$ cat config.mk
export PLATFORM = sky130hd
export DESIGN_NAME = keyword_number_brace_lexer
export DESIGN_NICKNAME = d
export VERILOG_FILES = /design/src/rtl/core/kwnb_pkg.sv /design/src/rtl/core/kwnb_lex.sv /design/src/rtl/core/kwnb_rq.sv /design/src/rtl/core/keyword_number_brace_lexer.sv
export SDC_FILE = /design/constraint.sdc
export NUM_CORES = 1
export LEC_CHECK = 0
export BUFFER_PORTS_ARGS = -buffer_cell sky130_fd_sc_hd__buf_4
export CORE_MARGIN = 1.5
export CORE_UTILIZATION = 61
export CTS_BUF_LIST = sky130_fd_sc_hd__clkbuf_4
export DETAILED_ROUTE_END_ITERATION = 12
export PLACE_DENSITY = 0.84
export SLEW_MARGIN = 40
export SYNTH_ARGS = -nofsm -noshare
export SYNTH_HDL_FRONTEND = slang
export SYNTH_HIERARCHICAL = 1
export SYNTH_SLANG_ARGS = --single-unit
$ cat constraint.sdc
create_clock -name clk -period 7 [get_ports clk]
set_clock_uncertainty 0.1 [all_clocks]
set_input_delay 0.7 -clock clk [delete_from_list [all_inputs] [get_ports clk]]
set_output_delay 0.7 -clock clk [all_outputs]
set_load 0.005 [all_outputs]
$ cat src/rtl/core/kwnb_pkg.sv
package kwnb_pkg;

	typedef enum logic [1:0] {
		MODE_IDLE   = 2'd0,
		MODE_NUMBER = 2'd1,
		MODE_WORD   = 2'd2
	} lex_mode_t;

	localparam int KW_COUNT  = 24;
	localparam int KW_MAXLEN = 9;
	localparam int RQ_DEPTH  = 4;

	localparam logic [4:0] TOK_LBRACE  = 5'd0;
	localparam logic [4:0] TOK_RBRACE  = 5'd1;
	localparam logic [4:0] TOK_NUMBER  = 5'd2;
	localparam logic [4:0] TOK_KW_BASE = 5'd3;

	localparam logic [30:0] NUM_MAX = 31'h7FFF_FFFF;

	localparam logic [7:0] CH_LBRACE = 8'h7B;
	localparam logic [7:0] CH_RBRACE = 8'h7D;

	typedef struct packed {
		logic [4:0]  token_code;
		logic [30:0] number_value;
		logic        lex_error;
		logic        last_of_run;
	} lex_res_t;

	typedef struct packed {
		logic     v0;
		logic     v1;
		lex_res_t r0;
		lex_res_t r1;
	} lex_push_t;

	localparam logic [3:0] KW_LEN [KW_COUNT] = '{
		4'd4, 4'd8, 4'd9, 4'd6, 4'd5, 4'd6, 4'd6, 4'd6, 4'd7, 4'd6, 4'd8, 4'd5,
		4'd6, 4'd4, 4'd4, 4'd5, 4'd8, 4'd4, 4'd7, 4'd8, 4'd5, 4'd4, 4'd4, 4'd8
	};

	// text is right-justified: first letter in the highest used byte
	localparam logic [KW_MAXLEN*8-1:0] KW_TEXT [KW_COUNT] = '{
		"list", "topology", "resources", "access", "local", "remote",
		"accept", "return", "systems", "system", "hardware", "grant",
		"revoke", "quit", "help", "state", "children", "core",
		"logical", "physical", "cache", "proc", "numa", "hostname"
	};

endpackage

$ cat src/rtl/core/kwnb_lex.sv
module kwnb_lex #(
	parameter int MAX_KEYWORD_LEN = 9
) (
	input  logic                clk,
	input  logic                arst_n,
	input  logic                in_valid,
	output logic                in_ready,
	input  logic [7:0]          byte_in,
	input  logic                end_of_data,
	input  logic                room,
	output kwnb_pkg::lex_push_t push
);
	import kwnb_pkg::*;

	localparam int LW = $clog2(MAX_KEYWORD_LEN + 1);
	localparam int IW = $clog2(MAX_KEYWORD_LEN);

	logic        valid_s1;
	logic [7:0]  byte_s1;
	logic        eod_s1;
	logic        advance;

	lex_mode_t   mode_q, mode_d;
	logic [30:0] acc_q, acc_d;
	logic [7:0]  chars_q [MAX_KEYWORD_LEN];
	logic [LW-1:0] len_q, len_d;
	logic        overlong_q, overlong_d;
	logic        ch_we;
	logic [IW-1:0] ch_idx;
	logic        idle_go;

	logic        is_letter, is_digit, is_space, is_lbr, is_rbr;
	logic [30:0] digit_val;
	logic [34:0] acc_prod;
	logic [30:0] acc_sat;
	logic        kw_hit;
	logic [4:0]  kw_code;
	logic        pre_v, id_v;
	lex_res_t    pre_r, id_r;

	assign advance  = valid_s1 && room;
	assign in_ready = !valid_s1 || room;

	always_ff @(posedge clk or negedge arst_n) begin
		if (!arst_n) begin
			valid_s1 <= 1'b0;
		end else if (in_valid && in_ready) begin
			valid_s1 <= 1'b1;
		end else if (advance) begin
			valid_s1 <= 1'b0;
		end
	end

	always_ff @(posedge clk) begin
		if (in_valid && in_ready) begin
			byte_s1 <= byte_in;
			eod_s1  <= end_of_data;
		end
	end

	assign is_letter = (byte_s1 >= 8'h61 && byte_s1 <= 8'h7A) ||
	                   (byte_s1 >= 8'h41 && byte_s1 <= 8'h5A);
	assign is_digit  = byte_s1 >= 8'h30 && byte_s1 <= 8'h39;
	assign is_space  = byte_s1 == 8'h20 || (byte_s1 >= 8'h09 && byte_s1 <= 8'h0D);
	assign is_lbr    = byte_s1 == CH_LBRACE;
	assign is_rbr    = byte_s1 == CH_RBRACE;

	assign digit_val = {27'b0, byte_s1[3:0]};
	assign acc_prod  = {1'b0, acc_q, 3'b0} + {3'b0, acc_q, 1'b0} + {31'b0, byte_s1[3:0]};
	assign acc_sat   = (acc_prod > {4'b0, NUM_MAX}) ? NUM_MAX : acc_prod[30:0];

	always_comb begin
		logic eq;
		int   base;
		kw_hit  = 1'b0;
		kw_code = TOK_LBRACE;
		for (int i = 0; i < KW_COUNT; i++) begin
			eq = (len_q == LW'(KW_LEN[i]));
			for (int j = 0; j < KW_MAXLEN; j++) begin
				if (j < int'(KW_LEN[i])) begin
					base = (int'(KW_LEN[i]) - 1 - j) * 8;
					if (chars_q[j] != KW_TEXT[i][base +: 8]) begin
						eq = 1'b0;
					end
				end
			end
			if (eq && !kw_hit) begin
				kw_hit  = 1'b1;
				kw_code = TOK_KW_BASE + 5'(i);
			end
		end
	end

	// next state
	always_comb begin
		mode_d     = mode_q;
		acc_d      = acc_q;
		len_d      = len_q;
		overlong_d = overlong_q;
		ch_we      = 1'b0;
		ch_idx     = '0;
		idle_go    = 1'b0;
		unique case (mode_q)
			MODE_NUMBER: begin
				if (is_digit) begin
					acc_d = acc_sat;
				end else if (is_letter) begin
					mode_d = MODE_IDLE;
				end else begin
					idle_go = 1'b1;
				end
			end
			MODE_WORD: begin
				if (is_letter) begin
					if (eod_s1) begin
						mode_d = MODE_IDLE;
					end else if (len_q < LW'(MAX_KEYWORD_LEN)) begin
						ch_we  = 1'b1;
						ch_idx = len_q[IW-1:0];
						len_d  = len_q + LW'(1);
					end else begin
						overlong_d = 1'b1;
					end
				end else begin
					idle_go = 1'b1;
				end
			end
			default: begin
				idle_go = 1'b1;
			end
		endcase
		if (idle_go) begin
			mode_d = MODE_IDLE;
			if (is_digit) begin
				acc_d  = digit_val;
				mode_d = MODE_NUMBER;
			end else if (is_letter) begin
				ch_we      = 1'b1;
				ch_idx     = '0;
				len_d      = LW'(1);
				overlong_d = 1'b0;
				mode_d     = MODE_WORD;
			end
		end
		if (eod_s1) begin
			mode_d = MODE_IDLE;
		end
	end

	// results
	always_comb begin
		pre_v = 1'b0;
		pre_r = '0;
		id_v  = 1'b0;
		id_r  = '0;
		unique case (mode_q)
			MODE_NUMBER: begin
				if (is_digit) begin
					if (eod_s1) begin
						pre_v              = 1'b1;
						pre_r.token_code   = TOK_NUMBER;
						pre_r.number_value = acc_sat;
					end
				end else if (is_letter) begin
					pre_v           = 1'b1;
					pre_r.lex_error = 1'b1;
				end else begin
					pre_v              = 1'b1;
					pre_r.token_code   = TOK_NUMBER;
					pre_r.number_value = acc_q;
				end
			end
			MODE_WORD: begin
				if (is_letter) begin
					if (eod_s1) begin
						pre_v           = 1'b1;
						pre_r.lex_error = 1'b1;
					end
				end else begin
					pre_v = 1'b1;
					if (kw_hit && !overlong_q) begin
						pre_r.token_code = kw_code;
					end else begin
						pre_r.lex_error = 1'b1;
					end
				end
			end
			default: begin
			end
		endcase
		if (idle_go) begin
			priority if (is_space) begin
				id_v = 1'b0;
			end else if (is_lbr) begin
				id_v            = 1'b1;
				id_r.token_code = TOK_LBRACE;
			end else if (is_rbr) begin
				id_v            = 1'b1;
				id_r.token_code = TOK_RBRACE;
			end else if (is_digit) begin
				id_v              = eod_s1;
				id_r.token_code   = TOK_NUMBER;
				id_r.number_value = digit_val;
			end else if (is_letter) begin
				id_v           = eod_s1;
				id_r.lex_error = 1'b1;
			end else begin
				id_v           = 1'b1;
				id_r.lex_error = 1'b1;
			end
		end
	end

	always_comb begin
		push.v0             = advance && (pre_v || id_v);
		push.v1             = advance && pre_v && id_v;
		push.r0             = pre_v ? pre_r : id_r;
		push.r0.last_of_run = !(pre_v && id_v);
		push.r1             = id_r;
		push.r1.last_of_run = 1'b1;
	end

	always_ff @(posedge clk or negedge arst_n) begin
		if (!arst_n) begin
			mode_q     <= MODE_IDLE;
			acc_q      <= '0;
			len_q      <= '0;
			overlong_q <= 1'b0;
		end else if (advance) begin
			mode_q     <= mode_d;
			acc_q      <= acc_d;
			len_q      <= len_d;
			overlong_q <= overlong_d;
		end
	end

	always_ff @(posedge clk) begin
		if (advance && ch_we) begin
			chars_q[ch_idx] <= byte_s1;
		end
	end

`ifndef NO_ASSERTIONS
	a_two_needs_first: assert property (@(posedge clk) disable iff (!arst_n)
		push.v1 |-> push.v0 && !push.r0.last_of_run)
		else $error("second result without a leading first result");
	a_eod_to_idle: assert property (@(posedge clk) disable iff (!arst_n)
		(advance && eod_s1) |=> mode_q == MODE_IDLE)
		else $error("lexer not idle after end of data");
	a_error_clean: assert property (@(posedge clk) disable iff (!arst_n)
		(push.v0 && push.r0.lex_error) |->
		(push.r0.token_code == TOK_LBRACE && push.r0.number_value == '0))
		else $error("error result carries token data");
`endif

endmodule

$ cat src/rtl/core/kwnb_rq.sv
module kwnb_rq (
	input  logic                clk,
	input  logic                arst_n,
	input  kwnb_pkg::lex_push_t push,
	output logic                room,
	output logic                out_valid,
	input  logic                out_ready,
	output kwnb_pkg::lex_res_t  out_res
);
	import kwnb_pkg::*;

	localparam int PW = $clog2(RQ_DEPTH);
	localparam int CW = $clog2(RQ_DEPTH + 1);

	lex_res_t      mem_q [RQ_DEPTH];
	logic [PW-1:0] wr_q, rd_q;
	logic [CW-1:0] cnt_q;
	logic          pop;
	logic [CW-1:0] n_push;

	assign pop       = out_valid && out_ready;
	assign out_valid = cnt_q != '0;
	assign out_res   = mem_q[rd_q];
	assign room      = cnt_q <= CW'(RQ_DEPTH - 2);
	assign n_push    = CW'(push.v0) + CW'(push.v1);

	always_ff @(posedge clk) begin
		if (push.v0) begin
			mem_q[wr_q] <= push.r0;
		end
		if (push.v1) begin
			mem_q[wr_q + PW'(1)] <= push.r1;
		end
	end

	always_ff @(posedge clk or negedge arst_n) begin
		if (!arst_n) begin
			wr_q  <= '0;
			rd_q  <= '0;
			cnt_q <= '0;
		end else begin
			wr_q  <= wr_q + n_push[PW-1:0];
			rd_q  <= rd_q + PW'(pop);
			cnt_q <= cnt_q + n_push - CW'(pop);
		end
	end

`ifndef NO_ASSERTIONS
	a_push_fits: assert property (@(posedge clk) disable iff (!arst_n)
		push.v0 |-> cnt_q <= CW'(RQ_DEPTH - 2))
		else $error("push into result queue without room");
	a_empty_holds: assert property (@(posedge clk) disable iff (!arst_n)
		(cnt_q == '0 && !push.v0) |=> cnt_q == '0)
		else $error("result queue count moved without a push");
	a_count_bound: assert property (@(posedge clk) disable iff (!arst_n)
		cnt_q <= CW'(RQ_DEPTH))
		else $error("result queue count above depth");
`endif

endmodule

$ cat src/rtl/core/keyword_number_brace_lexer.sv
// Streaming lexer: one text byte per s-side transaction, one token per m-side
// transaction. Bytes are taken at one per cycle while the result queue has room; the
// byte sits in an input register, is classified and matched against the keyword table
// in that cycle, and its results land in a four-entry result queue, so a token passes
// the input register and the queue. A byte that both closes a token and is a brace, an
// error or a one-digit number at end of data yields two results, which drain at one
// per cycle while m_tready is high; the queue stalls the s side only when m_tready
// holds it back. tlast on the m side marks the last result caused by one byte.
module keyword_number_brace_lexer #(
	parameter int MAX_KEYWORD_LEN = 9
) (
	input  logic        clk,
	input  logic        arst_n,
	input  logic        s_tvalid,
	output logic        s_tready,
	input  logic [7:0]  s_tdata,  // byte_in
	input  logic        s_tlast,  // end_of_data
	output logic        m_tvalid,
	input  logic        m_tready,
	output logic [39:0] m_tdata,  // token_code[4:0], number_value[35:5], lex_error[36]
	output logic        m_tlast   // last_of_run
);
	import kwnb_pkg::*;

	lex_push_t push;
	logic      room;
	lex_res_t  res;

	kwnb_lex #(
		.MAX_KEYWORD_LEN(MAX_KEYWORD_LEN)
	) u_lex (
		.clk         (clk),
		.arst_n      (arst_n),
		.in_valid    (s_tvalid),
		.in_ready    (s_tready),
		.byte_in     (s_tdata),
		.end_of_data (s_tlast),
		.room        (room),
		.push        (push)
	);

	kwnb_rq u_rq (
		.clk       (clk),
		.arst_n    (arst_n),
		.push      (push),
		.room      (room),
		.out_valid (m_tvalid),
		.out_ready (m_tready),
		.out_res   (res)
	);

	assign m_tdata = {3'b0, res.lex_error, res.number_value, res.token_code};
	assign m_tlast = res.last_of_run;

endmodule
==> flow_summary_export.csv, run 1 <==
group,metric,value,unit
route,route.detailed.drc,0,
route,viasPerCell,6.609,
power,power.density,278.4,mW/mm2
timing,period_share,0.7602,
floorplan,rows,60,
logic_synthesis,synth.distinct_cells,85,
power,peakVddDrop,205.2,uV
logic_synthesis,synth-edff-count,233,
hold_path,hp-class,"in2reg",
logic_synthesis,ys_ff_latch,279,
timing,worst_pin_slew,0.8382,ns
logic_synthesis,yosysTopAreaCell,"edfxtp_1",
clocking,clkLatencyLatePin,0.71,ns
global_routing,grt-ovfl-total,0,
cells_and_area,fin_nets,1532,
critical_path,worstPathArrival,5.53,ns
floorplan,die_h,168.2,um
critical_path,worstPathCellList,"o21ai_0, or4b_1, a21oi_1, nor2_1, nor2_1, nor2_1, o21ai_0, or2_2, nor2_1, nand3b_4, o21ai_4, buf_4",
placed_design,post_dp_cell_area,0.01718,mm2
logic_synthesis,synth_top_cell_area_share,0.4205,
hold_path,holdPathStages,1,
job,cap_violations,0,
logic_synthesis,syn_area,0.01664,mm2
timing,rsz0062_at_grt,"false",
clocking,clockBufferDepth,3,
critical_path,crit_cells,12,
cells_and_area,drive_gt1_frac,0.2664,
route,vias,12130,
global_routing,grt_antenna_before_repair,1,
cells_and_area,stdcell_area,0.01812,mm2
clocking,cts-buffers-inserted,73,
critical_path,cpMaxStageDelayCell,"edfxtp_1",
route,first_pass_iters,7,
critical_path,critical_path_class,"reg2reg",
critical_path,cp-end-kind,"flip-flop",
placed_design,gp_congestion,0.9557,
logic_synthesis,yosys_warnings,6,
timing,clock.fmax,187.9,MHz
critical_path,ff2ff_setup_slack,1.68,ns
clocking,path_clk_slew,0.06,ns
floorplan,core,0.02688,mm2
clocking,cts-htree-levels,3,
critical_path,reg2reg_depth,12,
logic_synthesis,postSynthAreaPerCell,12.28,um2
critical_path,crit_family,"simple AND/OR/NAND/NOR gates",
timing,slew_viol_final,0,
logic_synthesis,ys.flop_type,"edfxtp_1",
global_routing,grt_pass1_vias,11880,
critical_path,max_stage_delay,0.80,ns
clocking,numClockSinks,279,
clocking,cts_root_buffer,"clkbuf_4",
clocking,tritoncts,"yes",
route,drt-initial-drc-count,1374,
timing,fin_setup_tns,0,ns
critical_path,startpoint_type,"flip-flop",
power,finalPower,5045,uW
timing,slew_headroom,0.4360,
cells_and_area,syn2layout_area_growth,8.910,%
global_routing,grt_pass1_wl,66.59,mm
critical_path,crit_top_cell,"nor2_1",
global_routing,grt_usage,0.3079,
global_routing,grt_max_degree,47,
critical_path,critPathLaunch,"u_lex/byte_s1[1]",
global_routing,grt_use_met1,0.4439,
power,leakagePower,0.007252,uW
logic_synthesis,synthTopCellsByCount,"edfxtp_1 (233), mux2_2 (137), nand2_1 (90)",
timing,fin_crit,5.321,ns
global_routing,gr-max-usage-layer,"met2",
global_routing,grtUsageMet2,0.4708,
global_routing,grt_use_met3,0.07311,
floorplan,die_area,0.02828,mm2
critical_path,r2r_end,"u_rq/mem_q[2][35]",
critical_path,worstPathRequired,7.21,ns
critical_path,crit_buf_inv,1,
logic_synthesis,synth.area.top_cells,"edfxtp_1 (42%), mux2_2 (9.3%), dfrtp_1 (6.9%)",
logic_synthesis,yosysMostFrequentCell,"edfxtp_1",
outcome,run_status,"finished clean",
critical_path,crit_end,"u_rq/mem_q[2][35]",
timing,hold_viol,0,
critical_path,cp_max_fo,39,
critical_path,r2r-start,"u_lex/byte_s1[1]",
clocking,post_cts_buffers,0,
timing,finalSetupViolations,0,
hold_path,min_from,"s_tdata[6]",
floorplan,initial_utilization,0.6192,
floorplan,io_pins,56,
route,drt_wl_total,42.86,mm
route,wire_per_inst,23.34,um
logic_synthesis,synthArstFlopShare,0.1649,
floorplan,die_w,168.2,um
placed_design,io_buffer_count,52,
logic_synthesis,synthCells,1355,
logic_synthesis,ys_seq_area_frac,0.4896,
route,ant_nets,0,
placed_design,hpwl,29.79,mm
registers in the layout (all words and copies together), names as in the netlist, named ones only:
signal / flops
u_lex/chars_q: 72
u_lex/acc_q: 12
u_lex/valid_s1: 1
u_rq/rd_q: 2
u_lex/mode_q: 2
u_rq/cnt_q: 3
u_rq/wr_q: 2
u_rq/mem_q: 152
u_lex/len_q: 4
u_lex/byte_s1: 8
u_lex/eod_s1: 1
u_lex/overlong_q: 1
layer usage:
metal	share of wire	vias to the layer above
li1	-	5427
met5	0	-
met3	0.10	78
met2	0.45	622
met1	0.43	6007
met4	0.020	0
placed cells by master (no fill, tap or decap), types with 23 or more instances in the layout:
master,Yosys,final
buf_4,41,65
clkbuf_4,0,105
inv_1,29,29
nor3_1,37,35
o21ai_0,65,59
dfrtp_1,46,44
conb_1,3,34
mux2_2,137,137
ha_1,75,75
nand3_1,27,27
nor2_1,80,77
nand4_1,23,23
a21oi_1,46,46
mux4_2,38,38
edfxtp_1,233,233
nand2_1,90,90
layout make-up:
type / count / area (um2)
diodes: 1 / 2.502
clock buffers: 105 / 788.3
clock inverters: 23 / 137.6
fillers: 1933 / 8752
inverters: 29 / 108.9
multi-input cells: 991 / 7998
flip-flops and latches: 279 / 8153
well taps: 341 / 426.7
repair buffers: 67 / 509.2
power by group:
part           internal [uW]  switching (uW)
clock network            733             677
registers               2080             208
logic                    647             705
kinds of logic (layout without fill, tap and decap cells):
group | after synthesis | count (layout) | share of synthesized area
AND/OR/NAND/NOR | 421 | 421 | 0.1408
flip-flops | 279 | 279 | 0.4896
AO/OA/AOI/OAI | 234 | 234 | 0.09376
multiplexers | 191 | 191 | 0.1569
buffers and inverters | 116 | 224 | 0.04090
adder cells (fa/ha/maj) | 78 | 78 | 0.06000
XOR/XNOR | 33 | 33 | 0.01737
other | 3 | 35 | 0.0006766
through the flow:
stage / hold WS (ns) / cells / utilization / setup slack, ns
2_1_floorplan: 0.3044 / 1386 / - / 1.468
6_report: 0.08524 / 1836 / 0.6743 / 1.679
4_1_cts: 0.05829 / 1835 / 0.6740 / 1.781
3_5_place_dp: 0.4028 / 1706 / 0.6392 / 1.830
5_1_grt: 0.05448 / 1836 / 0.6743 / 1.362
3_3_place_gp: 0.3763 / 1706 / 0.6386 / 1.747
repair_timing:
| action | CTS | global route |
|---|---|---|
| hold buffers | 1 | 0 |
| gates resized for setup | 0 | 0 |
| hold endpoints to repair | 46 | 0 |
worst min-delay path by stage:
stage	to
floorplan	async pin
global placement	u_rq/cnt_q[2]
detailed placement	u_rq/cnt_q[2]
CTS	u_lex/byte_s1[6]
global route	u_lex/byte_s1[6]
finish	u_lex/byte_s1[6]
Power figures use the tool's default switching activity.
==> inputs of run 2 (changes only) <==
ABC_AREA = 1   (was default)
CORE_UTILIZATION = 59   (was 61)
clock period = 4.6 ns   (was 7 ns; I/O delays follow)
==> run 2 against run 1 <==
Non-clock buffer count increased by 46. Critical path depth increased by 15. Worst setup slack got worse by 1.6 ns. Wire length increased by 24%. Critical endpoint is now u_rq/mem_q[0][27]. Count of clock-buffer cells in the layout increased by 3.
==> flow_summary_export.csv, run 2 <==
group,metric,value,unit
outcome,run_status,"finished clean",
clocking,cts_root_buffer,"clkbuf_4",
power,power.density,561.7,mW/mm2
floorplan,rows,64,
route,viasPerCell,5.878,
critical_path,r2r_end,"u_rq/mem_q[0][27]",
route,ant_nets,0,
route,wire_per_inst,18.13,um
power,leakagePower,0.009348,uW
timing,clock.fmax,223.4,MHz
timing,slew_headroom,0.4236,
cells_and_area,largest_reg_flops,152,
logic_synthesis,postSynthAreaPerCell,7.718,um2
critical_path,cp_max_fo,6,
logic_synthesis,synth.distinct_cells,62,
placed_design,gp_congestion,0.9894,
timing,worst_pin_slew,0.8637,ns
timing,rsz0062_at_grt,"true",
logic_synthesis,ys_seq_area_frac,0.4383,
timing,period_share,0.9731,
clocking,tritoncts,"yes",
power,peakVddDrop,423.2,uV
hold_path,hp-class,"in2async",
logic_synthesis,yosysTopAreaCell,"edfxtp_1",
placed_design,hpwl,35.09,mm
cells_and_area,fin_nets,2587,
logic_synthesis,ys_ff_latch,279,
floorplan,initial_utilization,0.6030,
cells_and_area,drive_gt1_frac,0.1194,
floorplan,core,0.03083,mm2
logic_synthesis,yosysMostFrequentCell,"nand2_1",
cells_and_area,layout_commonest_cell,"nand2_1",
clocking,clockBufferDepth,3,
critical_path,worstPathRequired,4.91,ns
placed_design,io_buffer_count,52,
critical_path,reg2reg_depth,27,
route,vias,17290,
logic_synthesis,synth.area.top_cells,"edfxtp_1 (38%), nand2_1 (14%), inv_1 (7.4%)",
clocking,clkLatencyLatePin,0.74,ns
clocking,path_clk_slew,0.07,ns
logic_synthesis,synthArstFlopShare,0.1649,
logic_synthesis,synthCells,2409,
logic_synthesis,yosys_warnings,6,
critical_path,critical_path_class,"reg2reg",
logic_synthesis,synthTopCellsByCount,"nand2_1 (715), inv_1 (368), edfxtp_1 (233)",
critical_path,ff2ff_setup_slack,0.12,ns
floorplan,die_area,0.03259,mm2
timing,fin_crit,4.476,ns
clocking,cts-htree-levels,3,
global_routing,grt_pass1_vias,16610,
global_routing,grt_pass1_wl,83.72,mm
critical_path,startpoint_type,"flip-flop",
logic_synthesis,synth_top_cell_area_share,0.3763,
clocking,numClockSinks,279,
timing,slew_viol_final,0,
floorplan,die_w,180.5,um
cells_and_area,regMostFlops,"u_rq/mem_q",
logic_synthesis,syn_area,0.01859,mm2
route,first_pass_iters,6,
global_routing,grt_usage,0.3227,
route,route.detailed.drc,0,
job,cap_violations,0,
logic_synthesis,synth-edff-count,233,
timing,fin_setup_tns,0,ns
clocking,cts-buffers-inserted,76,
global_routing,grt_max_degree,85,
cells_and_area,fill_cells,2468,
critical_path,cp-end-kind,"flip-flop",
route,drt_wl_total,53.34,mm
cells_and_area,utilization,0.6640,
critical_path,worstPathArrival,4.79,ns
cells_and_area,syn2layout_area_growth,10.11,%
cells_and_area,biggestRegsByFlops,"u_rq/mem_q: 152 flops, u_lex/chars_q: 72 flops, u_lex/acc_q: 12 flops",
global_routing,grt-ovfl-total,0,
timing,finalSetupViolations,0,
placed_design,pre_cts_ws,0.07790,ns
timing,hold_viol,0,
global_routing,grt_antenna_before_repair,1,
route,drt-initial-drc-count,2163,
timing,setup_ws,0.1237,ns
floorplan,io_pins,56,
cells_and_area,final_cell_mix,"nand2_1 (696), inv_1 (366), edfxtp_1 (233)",
logic_synthesis,ys.flop_type,"edfxtp_1",
floorplan,die_h,180.5,um
==> run 2: cell types whose count changed after synthesis, moves of 25 or more <==
cell / previous run / this run
mux2_2: 137 / 0
a21oi_1: 46 / 74
inv_1: 29 / 368
nand4_1: 23 / 115
mux4_2: 38 / 0
nand2_1: 90 / 715
buf_2: 13 / 38
nand3_1: 27 / 205
nor2_1: 80 / 187
==> run 2: cells by family after synthesis <==
logic type / Yosys count / synth area share
buffers and inverters: 508 / 0.1202
AND/OR/NAND/NOR: 1311 / 0.3082
XOR/XNOR: 25 / 0.01178
flip-flops: 279 / 0.4383
AO/OA/AOI/OAI: 205 / 0.06730
other: 3 / 0.0006057
adder cells (fa/ha/maj): 78 / 0.05370
==> run 2: routing by layer <==
metal	wire, um	up-vias	track usage
met3	6116	205	0.07538
met1	20930	7916	0.4193
met2	24480	1094	0.5253
met5	85	-	0
met4	1732	2	0.1244
li1	-	8077	-
==> run 2: area by class of cell <==
type / instances / area, um2 / share of cell area
Clock buffer: 108 / 810.8 / 0.03961
Multi-Input combinational cell: 1653 / 8453 / 0.4129
Inverter: 373 / 1401 / 0.06846
Timing Repair Buffer: 113 / 1010 / 0.04932
Sequential cell: 279 / 8152 / 0.3982
Tap cell: 396 / 495.5 / 0.02420
Antenna cell: 1 / 2.502 / 0.0001222
Clock inverter: 19 / 146.4 / 0.007151
==> run 2: critical path, cell delays in order (launching register included) <==
cell	delay, ns
dfrtp_2	0.44
fa_1	0.59
inv_2	0.06
fa_2	0.39
inv_1	0.08
nand3_1	0.09
nand2_2	0.11
a21oi_4	0.07
o21ai_4	0.18
a21oi_4	0.09
o21bai_4	0.15
a21boi_4	0.09
o21ai_4	0.18
a21oi_4	0.09
o21ai_4	0.20
nand2_2	0.07
nand2_1	0.06
nand2_1	0.04
nand2_1	0.07
nand2_2	0.06
nor2_4	0.12
buf_6	0.15
buf_12	0.13
o211ai_2	0.11
nand2_2	0.17
nor2_2	0.09
nand2_1	0.11
o21ai_0	0.10
==> run 2: through the flow <==
| step | instances | power (uW) | hold slack [ns] | cell area, um2 |
|---|---|---|---|---|
| 2_1_floorplan | 2440 | 7310 | 0.06441 | 18710 |
| 3_3_place_gp | 2792 | 8830 | 0.4056 | 19130 |
| 3_5_place_dp | 2792 | 8997 | 0.4288 | 19140 |
| 4_1_cts | 2930 | 11270 | 0.2339 | 20210 |
| 5_1_grt | 2942 | 12260 | 0.2715 | 20470 |
| 6_report | 2942 | 11500 | 0.2155 | 20470 |
==> run 2: where the power goes <==
| part | switching, uW | internal [uW] | leakage (uW) |
|---|---|---|---|
| Combinational | 3750 | 2020 | 0.00598 |
| Sequential | 291 | 3190 | 0.00282 |
| Clock | 1060 | 1190 | 0.000555 |
==> run 2: what timing repair did <==
item | in CTS | in global routing
buffers inserted | 0 | 9
endpoints found under the hold margin | 56 | 0
setup endpoints to repair | 0 | 99
hold buffers | 11 | 0
resized for setup | 0 | 39
==> run 2: worst max-delay path by stage <==
stage / startpoint / to / slack [ns] / cells past startpoint
6_report: flip-flop / u_rq/mem_q[0][27] / 0.12 / 27
5_1_grt: flip-flop / u_rq/mem_q[0][15] / -0.15 / 28
4_1_cts: flip-flop / u_rq/mem_q[0][5] / 0.06 / 28
3_5_place_dp: u_lex/byte_s1[3] / u_rq/mem_q[0][5] / 0.08 / 28
3_3_place_gp: u_lex/byte_s1[3] / u_rq/mem_q[0][2] / 0.24 / 28
2_1_floorplan: u_lex/byte_s1[3] / u_rq/mem_q[0][5] / 0.52 / 28
==> inputs of run 3 (changes only) <==
CORE_UTILIZATION = 55   (was 59)
PLACE_DENSITY = 0.8   (was 0.84)
==> run 3 against run 2 <==
Sequential power about the same. Design area down 0.10%. Total power grew 0.16%. Worst hold slack got worse by 0.013 ns. Combinational power barely moved. Critical path depth is 1 lower. Worst setup slack got worse by 0.017 ns. Clock power increased by 2%. Utilization is 5.1 points lower.
==> flow_summary_export.csv, run 3 (synthesis results as in run 2) <==
group,metric,value,unit
outcome,run_status,"finished clean",
clocking,cts-buffers-inserted,75,
placed_design,io_buffer_count,52,
cells_and_area,layout_commonest_cell,"nand2_1",
power,switching_share,0.4408,
placed_design,dp_cells,2841,
clocking,clkLatencyLatePin,0.77,ns
power,combPwrFrac,0.501,
power,finalPower,11520,uW
job,cap_violations,0,
power,p_seq_frac,0.299,
floorplan,core,0.03336,mm2
timing,rsz0062_at_grt,"true",
clocking,cts-htree-levels,3,
critical_path,cp_max_fo,16,
route,ant_nets,0,
floorplan,initial_utilization,0.5572,
timing,hold_viol,0,
timing,finalSetupViolations,0,
timing,worst_pin_slew,0.9114,ns
clocking,cts_root_buffer,"clkbuf_4",
timing,clock.fmax,222.6,MHz
placed_design,gp_congestion,0.9404,
cells_and_area,drive_gt1_frac,0.1186,
critical_path,cpMaxStageDelayCell,"fa_1",
cells_and_area,final_cells,2993,
power,power.density,563.2,mW/mm2
placed_design,pre_cts_ws,0.1881,ns
global_routing,grt_pass1_vias,16320,
cells_and_area,syn2layout_area_growth,9.994,%
global_routing,grt-ovfl-total,0,
critical_path,crit_family,"compound AO/OA/AOI/OAI gates",
route,vias,17250,
critical_path,cp-end-kind,"flip-flop",
cells_and_area,largest_reg_flops,152,
placed_design,hpwl,35.51,mm
power,leakagePower,0.009316,uW
floorplan,die_w,186.9,um
route,wire_per_inst,17.94,um
global_routing,grt_usage,0.3037,
power,peakVddDrop,361.0,uV
cells_and_area,regMostFlops,"u_rq/mem_q",
critical_path,reg2reg_depth,26,
critical_path,crit_buf_inv,3,
hold_path,hp-class,"in2async",
timing,period_share,0.9768,
clocking,clockBufferDepth,3,
power,p_int,6440,uW
clocking,tritoncts,"yes",
timing,slew_viol_final,0,
route,viasPerCell,5.763,
clocking,path_clk_slew,0.07,ns
floorplan,io_pins,56,
global_routing,grt_antenna_before_repair,4,
power,p_clk_frac,0.200,
floorplan,die_area,0.03491,mm2
clocking,numClockSinks,279,
global_routing,grt_pass1_wl,84.19,mm
cells_and_area,biggestRegsByFlops,"u_rq/mem_q: 152 flops, u_lex/chars_q: 72 flops, u_lex/acc_q: 12 flops",
route,first_pass_iters,7,
route,drt_wl_total,53.69,mm
route,drt-initial-drc-count,1801,
timing,setup_ws,0.1069,ns
cells_and_area,final_cell_mix,"nand2_1 (698), inv_1 (366), edfxtp_1 (233)",
critical_path,critical_path_class,"reg2reg",
global_routing,grt_max_degree,91,
cells_and_area,fin_nets,2578,
floorplan,die_h,186.9,um
power,switchingPower,5076,uW
critical_path,r2r_end,"u_rq/mem_q[0][23]",
critical_path,max_stage_delay,0.57,ns
floorplan,rows,67,
critical_path,ff2ff_setup_slack,0.11,ns
timing,fin_crit,4.493,ns
critical_path,startpoint_type,"flip-flop",
critical_path,crit_cells,26,
critical_path,worstPathArrival,4.81,ns
route,route.detailed.drc,0,
timing,slew_headroom,0.3902,
critical_path,worstPathRequired,4.92,ns
## run 3: cell count changes in the layout (fill, tap and decap cells not counted), sizes merged
cell | previous run | this run
buf | 100 | 93
clkinv | 15 | 17
inv | 372 | 373
clkinvlp | 3 | 0
diode | 1 | 6
bufinv | 2 | 3
## run 3: per-stage QoR
stage                     instance area (um2)  TNS (ns)  hold slack, ns    util
after floorplan                         18710         0         0.06441       -
after global placement                  19150         0          0.4027  0.5739
after detailed placement                19160         0          0.4322  0.5743
after CTS                               20250         0          0.1649  0.6069
after global routing                    20450    -1.997          0.2162  0.6129
final                                   20450         0          0.2021  0.6129
## run 3: routing by layer
metal  track usage  share of wire
met1        0.4082           0.40
met2        0.4848           0.46
met3       0.06323           0.11
met4        0.1163          0.031
met5             0        0.00020
## run 3: how the worst max path moves through the flow
| stage | endpoint |
|---|---|
| 6_report | u_rq/mem_q[0][23] |
| 3_3_place_gp | u_rq/mem_q[0][17] |
| 4_1_cts | u_rq/mem_q[0][17] |
| 5_1_grt | u_rq/mem_q[0][16] |
| 2_1_floorplan | u_rq/mem_q[0][5] |
| 3_5_place_dp | u_rq/mem_q[0][17] |
## run 3: timing repair
| item | CTS | global route |
|---|---|---|
| resized for setup | 0 | 36 |
| endpoints found under the hold margin | 56 | 0 |
| endpoints found under the setup margin | 0 | 52 |
| setup buffers | 0 | 4 |
| hold buffers | 11 | 0 |
## run 3: area by class of cell
class / count / area, um2
clock inverters: 20 / 160.2
fillers: 2864 / 12910
inverters: 373 / 1403
flip-flops and latches: 279 / 8150
diodes: 6 / 15.01
multi-input cells: 1653 / 8461
well taps: 448 / 560.5
repair buffers: 105 / 882.1
clock buffers: 109 / 818.3
## run 3: power by group through the flow
stage	clock [uW]	combinational, uW	sequential, uW
2_1_floorplan	0	3890	3420
3_3_place_gp	0	5380	3470
3_5_place_dp	0	5530	3490
4_1_cts	2340	5560	3440
5_1_grt	2480	6340	3480
6_report	2300	5770	3450
